## src/rtl/shd_pkg.sv

```systemverilog
`timescale 1ns / 1ps
// Shared types and codes for the string hash dictionary.
// No dependencies.
package shd_pkg;

    localparam int MOD_BITS = 16;   // dividend width of the serial modulo unit

    localparam logic [2:0] ST_INSERTED  = 3'd0;
    localparam logic [2:0] ST_DUPLICATE = 3'd1;
    localparam logic [2:0] ST_FULL      = 3'd2;
    localparam logic [2:0] ST_TOO_LONG  = 3'd3;
    localparam logic [2:0] ST_FOUND     = 3'd4;
    localparam logic [2:0] ST_ABSENT    = 3'd5;

    localparam logic CFG_MODULUS    = 1'b0;
    localparam logic CFG_MULTIPLIER = 1'b1;

    typedef enum logic [2:0] {
        MS_POW   = 3'd0,
        MS_TERM  = 3'd1,
        MS_HASH  = 3'd2,
        MS_MULT  = 3'd3,
        MS_POW2  = 3'd4
    } t_msel;

    typedef struct packed {
        logic       clr_wr;
        logic       latch;
        logic       mod_load;
        t_msel      msel;
        logic       save_pm;
        logic       save_term;
        logic       save_hash;
        logic       save_pow;
        logic       fill_save;
        logic       s_clr;
        logic       s_inc;
        logic       k_clr;
        logic       k_inc;
        logic       ins_wr;
        logic       ins_fin;
        logic       out_en;
        logic       out_slot0;
        logic [2:0] out_status;
        logic       word_clr;
    } t_dp_cmd;

    typedef struct packed {
        logic clr_last;
        logic mod_done;
        logic last;
        logic kind;
        logic too_long;
        logic slot_end;
        logic fill_full;
        logic len_eq;
        logic k_end;
        logic chars_eq;
    } t_dp_stat;

endpackage

```

## src/rtl/shd_ctrl.sv

```systemverilog
`timescale 1ns / 1ps
// Sequencer for the dictionary: hash steps, bucket search and insert.
// Depends on shd_pkg.
module shd_ctrl (
    input  logic             i_clk,
    input  logic             i_rst_n,
    input  logic             start,
    output logic             busy,
    input  shd_pkg::t_dp_stat i_stat,
    output shd_pkg::t_dp_cmd  o_cmd
);
    import shd_pkg::*;

    typedef enum logic [14:0] {
        S_CLR  = 15'h0001,
        S_IDLE = 15'h0002,
        S_PM   = 15'h0004,
        S_TM   = 15'h0008,
        S_HS   = 15'h0010,
        S_MM   = 15'h0020,
        S_PW   = 15'h0040,
        S_FRD  = 15'h0080,
        S_FWT  = 15'h0100,
        S_SLOT = 15'h0200,
        S_LWT  = 15'h0400,
        S_CRD  = 15'h0800,
        S_CWT  = 15'h1000,
        S_IRD  = 15'h2000,
        S_IWT  = 15'h4000
    } t_state;

    t_state r_state, n_state;

    assign busy = (r_state != S_IDLE);

    always_comb begin
        o_cmd   = '0;
        n_state = r_state;
        unique case (r_state)
            S_CLR: begin
                o_cmd.clr_wr = 1'b1;
                if (i_stat.clr_last) n_state = S_IDLE;
            end
            S_IDLE: begin
                if (start) begin
                    o_cmd.latch    = 1'b1;
                    o_cmd.mod_load = 1'b1;
                    o_cmd.msel     = MS_POW;
                    n_state        = S_PM;
                end
            end
            S_PM: begin
                if (i_stat.mod_done) begin
                    o_cmd.save_pm  = 1'b1;
                    o_cmd.mod_load = 1'b1;
                    o_cmd.msel     = MS_TERM;
                    n_state        = S_TM;
                end
            end
            S_TM: begin
                if (i_stat.mod_done) begin
                    o_cmd.save_term = 1'b1;
                    o_cmd.mod_load  = 1'b1;
                    o_cmd.msel      = MS_HASH;
                    n_state         = S_HS;
                end
            end
            S_HS: begin
                if (i_stat.mod_done) begin
                    o_cmd.save_hash = 1'b1;
                    o_cmd.mod_load  = 1'b1;
                    o_cmd.msel      = MS_MULT;
                    n_state         = S_MM;
                end
            end
            S_MM: begin
                if (i_stat.mod_done) begin
                    o_cmd.mod_load = 1'b1;
                    o_cmd.msel     = MS_POW2;
                    n_state        = S_PW;
                end
            end
            S_PW: begin
                if (i_stat.mod_done) begin
                    o_cmd.save_pow = 1'b1;
                    priority if (!i_stat.last) begin
                        n_state = S_IDLE;
                    end else if (i_stat.too_long) begin
                        o_cmd.out_en     = 1'b1;
                        o_cmd.out_slot0  = 1'b1;
                        o_cmd.out_status = ST_TOO_LONG;
                        o_cmd.word_clr   = 1'b1;
                        n_state          = S_IDLE;
                    end else begin
                        n_state = S_FRD;
                    end
                end
            end
            S_FRD: n_state = S_FWT;
            S_FWT: begin
                o_cmd.fill_save = 1'b1;
                o_cmd.s_clr     = 1'b1;
                n_state         = S_SLOT;
            end
            S_SLOT: begin
                o_cmd.k_clr = 1'b1;
                priority if (!i_stat.slot_end) begin
                    n_state = S_LWT;
                end else if (i_stat.kind) begin
                    o_cmd.out_en     = 1'b1;
                    o_cmd.out_slot0  = 1'b1;
                    o_cmd.out_status = ST_ABSENT;
                    o_cmd.word_clr   = 1'b1;
                    n_state          = S_IDLE;
                end else if (i_stat.fill_full) begin
                    o_cmd.out_en     = 1'b1;
                    o_cmd.out_slot0  = 1'b1;
                    o_cmd.out_status = ST_FULL;
                    o_cmd.word_clr   = 1'b1;
                    n_state          = S_IDLE;
                end else begin
                    n_state = S_IRD;
                end
            end
            S_LWT: begin
                if (i_stat.len_eq) begin
                    n_state = S_CRD;
                end else begin
                    o_cmd.s_inc = 1'b1;
                    n_state     = S_SLOT;
                end
            end
            S_CRD: begin
                if (i_stat.k_end) begin
                    o_cmd.out_en     = 1'b1;
                    o_cmd.out_status = i_stat.kind ? ST_FOUND : ST_DUPLICATE;
                    o_cmd.word_clr   = 1'b1;
                    n_state          = S_IDLE;
                end else begin
                    n_state = S_CWT;
                end
            end
            S_CWT: begin
                if (i_stat.chars_eq) begin
                    o_cmd.k_inc = 1'b1;
                    n_state     = S_CRD;
                end else begin
                    o_cmd.s_inc = 1'b1;
                    n_state     = S_SLOT;
                end
            end
            S_IRD: begin
                if (i_stat.k_end) begin
                    o_cmd.ins_fin    = 1'b1;
                    o_cmd.out_en     = 1'b1;
                    o_cmd.out_status = ST_INSERTED;
                    o_cmd.word_clr   = 1'b1;
                    n_state          = S_IDLE;
                end else begin
                    n_state = S_IWT;
                end
            end
            S_IWT: begin
                o_cmd.ins_wr = 1'b1;
                o_cmd.k_inc  = 1'b1;
                n_state      = S_IRD;
            end
            default: n_state = S_IDLE;
        endcase
    end

    always_ff @(posedge i_clk) begin
        if (!i_rst_n) begin
            r_state <= S_CLR;
        end else begin
            r_state <= n_state;
        end
    end
endmodule

```

## config.mk

```make
export PLATFORM = sky130hd
export DESIGN_NAME = shd_ctrl
export DESIGN_NICKNAME = d
export VERILOG_FILES = /design/src/rtl/shd_pkg.sv /design/src/rtl/shd_ctrl.sv
export SDC_FILE = /design/constraint.sdc
export NUM_CORES = 1
export LEC_CHECK = 0
export BUFFER_PORTS_ARGS = -buffer_cell sky130_fd_sc_hd__buf_2
export CORE_MARGIN = 5
export CORE_UTILIZATION = 54
export DETAILED_ROUTE_END_ITERATION = 16
export GPL_TIMING_DRIVEN = 1
export PLACE_DENSITY = 0.79
export SYNTH_ARGS = -nofsm -noshare
export SYNTH_HDL_FRONTEND = slang
export SYNTH_SLANG_ARGS = --single-unit
```

## constraint.sdc

```tcl
create_clock -name i_clk -period 5.4 [get_ports i_clk]
set_clock_uncertainty 0.1 [all_clocks]
set_input_delay 0 -clock i_clk [delete_from_list [all_inputs] [get_ports i_clk]]
set_output_delay 0 -clock i_clk [all_outputs]
set_load 0.03 [all_outputs]
```

==> results.toml <==
[global_routing]
overflow = 0
grt_start_max_net_pins = 15
grtUsageTotal_pct = 24.0
grt_antenna_before_repair = 0
first_global_vias = 1555
grt_pass1_wl_mm = 6.75

[final_layout]
instances_no_fill = 258
top_register = "r_state"
antennaDiodeCount = 0
nets = 242
largestRegisters = "r_state: 15 flops"
area_growth_pct = 19.6
n_fill_cell = 221
drive_above_1_share_pct = 21.5
largest_reg_flops = 15

[yosys]
async_reset_ff_share_pct = 0
yosys-top-cells-count = "dfxtp_1, nand2_1, nor2_1, nor3_1"
synth.area.top_cells = "dfxtp_1, nand4_1, nor3_1"
synth_cell_types = 50
synth_area_per_cell_sq_um = 7.19
syn_nets = 204
yosys_warnings = 0
ys_seq_area_share_pct = 21.9
netlist_instances = 191
ys_ff_latch = 15
synth_top_area_share_pct = 21.9
ys.flop_type = "dfxtp_1"
yosysMostFrequentCell = "dfxtp_1"
synth_top_area_cell = "dfxtp_1"
synth_edf_count = 0
syn-cell-area_sq_um = 1370

[floorplan]
dieHeight_um = 60.4
coreArea_sq_um = 2450
start_util_pct = 55.9
fp.dieArea_sq_um = 3650
die_x_um = 60.4
ioPinCount = 37
rows = 18

[sta]
finalHoldViolations = 0
max_freq_mhz = 338
grt_setup_unrepaired = "no"
relSlewSlack_pct = 39.6
period_minus_slack_ps = 2950
setup_viol = 0
finalCritPeriodShare_pct = 54.7
final_max_slew_viol_count = 0
finalSetupTns_ps = 0
worst_pin_slew_ps = 898

[routing]
ant_nets = 0
drtIter0Drc = 104
wl_per_cell_um = 15.7
postRouteWirelength_mm = 4.05
via_per_inst = 6.26
vias = 1615
drt_first_pass_iters = 4
drc = 0

[worst_setup_path]
crit_slowest_cell = "or4_1"
path_cells = "or4_4 > or4_1 > o21a_1 > nand2_4 > a21oi_1 > dlygate4sd3_1"
critPathMaxStageDelay_ps = 650
worstSetupPathType = "flip-flop to flip-flop"
crit_path_max_fanout = 14
end_kind = "flip-flop"
arrival_ps = 3040
worstPathRequired_ps = 5490
cp-start-kind = "flip-flop"

[clocking]
clockBufferDepth = 2
cts_sinks = 15
cts_buffers = 3
cts_root_buf = "clkbuf_4"
htreeDepth = 1
cts_resized = 0
clkTransAtPathRegs_ps = 100
tritoncts = "yes"
clock_latency_ps = 300

[pwr]
power_density_nw_per_um2 = 149
power_leakage_uw = 0.000768
p_total_uw = 245
ir_worst_vdd_v = 0.000140

[place]
hpwl_mm = 3.02
dpl.cell_count = 241
place_congestion = 0.932
numPortBuffers = 36

[min_path]
min_path_type = "primary input to flip-flop"

[run]
drv_cap = 0

[status]
outcome = "finished clean"
==> cell type report <==
class                           count  area [sq um]  share of cell area (%)
Inverter                           11          41.3                    2.52
Multi-Input combinational cell    149           926                    56.4
Sequential cell                    15           300                    18.3
Tap cell                           30          37.5                    2.29
Clock buffer                        4          26.3                    1.60
Timing Repair Buffer               49           310                    18.9
==> cell usage in the layout (no fill, tap or decap), drive strengths merged, types with 2 or more instances in the layout <==
cell and n:
a21oi 11, a22oi 2, and2 2, and3 2
buf 36, clkbuf 4, dfxtp 15, dlygate4sd3 13
inv 11, nand2 15, nand3 11, nand4 10
nor2 14, nor2b 4, nor3 12, nor3b 2
nor4 7, nor4b 6, o211ai 5, o21ai 9
o22ai 4, or3 4, or4 7, xor2 5
==> power breakdown <==
part	total (uW)	internal, uW	switching (uW)
Sequential	117	113	4.87
Combinational	58.5	23.9	34.6
Clock	68.9	28.8	40.1
Total	245	165	79.6
==> per-layer routing <==
layer | GRT usage, % | vias up | part of all wire [%]
met5 | 0 | - | 0
met2 | 41.2 | 63 | 51
li1 | - | 791 | -
met4 | 16.1 | 0 | 3.5
met3 | 4.26 | 14 | 6.6
met1 | 26.9 | 747 | 39
==> worst max-delay path, delay by kind of cell, from the launching register on <==
kind                   cells  cell delay [ps]
buffers and inverters      1              550
AND/OR/NAND/NOR            3             1400
flip-flops                 1              470
AO/OA/AOI/OAI              2              330
==> cell families after synthesis <==
logic type | count (synthesis) | synth area share (%)
buffers and inverters | 27 | 10.7
flip-flops | 15 | 21.9
XOR/XNOR | 6 | 3.83
AND/OR/NAND/NOR | 103 | 44.4
AO/OA/AOI/OAI | 40 | 19.2
==> final timing paths <==
kind	depth (start not counted)	slack [ps]	from	endpoint
max	6	2450	r_state[5]	r_state[11]
min	5	180	i_stat[9]	r_state[6]
max reg2reg	6	2450	r_state[5]	r_state[11]
min reg2reg	2	490	r_state[2]	r_state[2]
==> repair_timing <==
| action | in CTS | in global routing |
|---|---|---|
| hold buffers | 13 | 0 |
| hold endpoints to repair | 14 | 0 |
| buffers inserted | 0 | 0 |
| endpoints found under the setup margin | 0 | 0 |
==> per-stage QoR <==
step           utilization [%]  hold slack [ps]  setup WS [ps]  instance area [sq um]
6_report                  66.9              175           2450                   1640
5_1_grt                   66.9              197           2310                   1640
4_1_cts                   66.9              160           2460                   1640
3_5_place_dp              60.5              100           2940                   1490
3_3_place_gp              60.5             93.1           2950                   1490
2_1_floorplan                -            -28.9           3110                   1370
No activity file was read; power rests on OpenSTA's default activity.
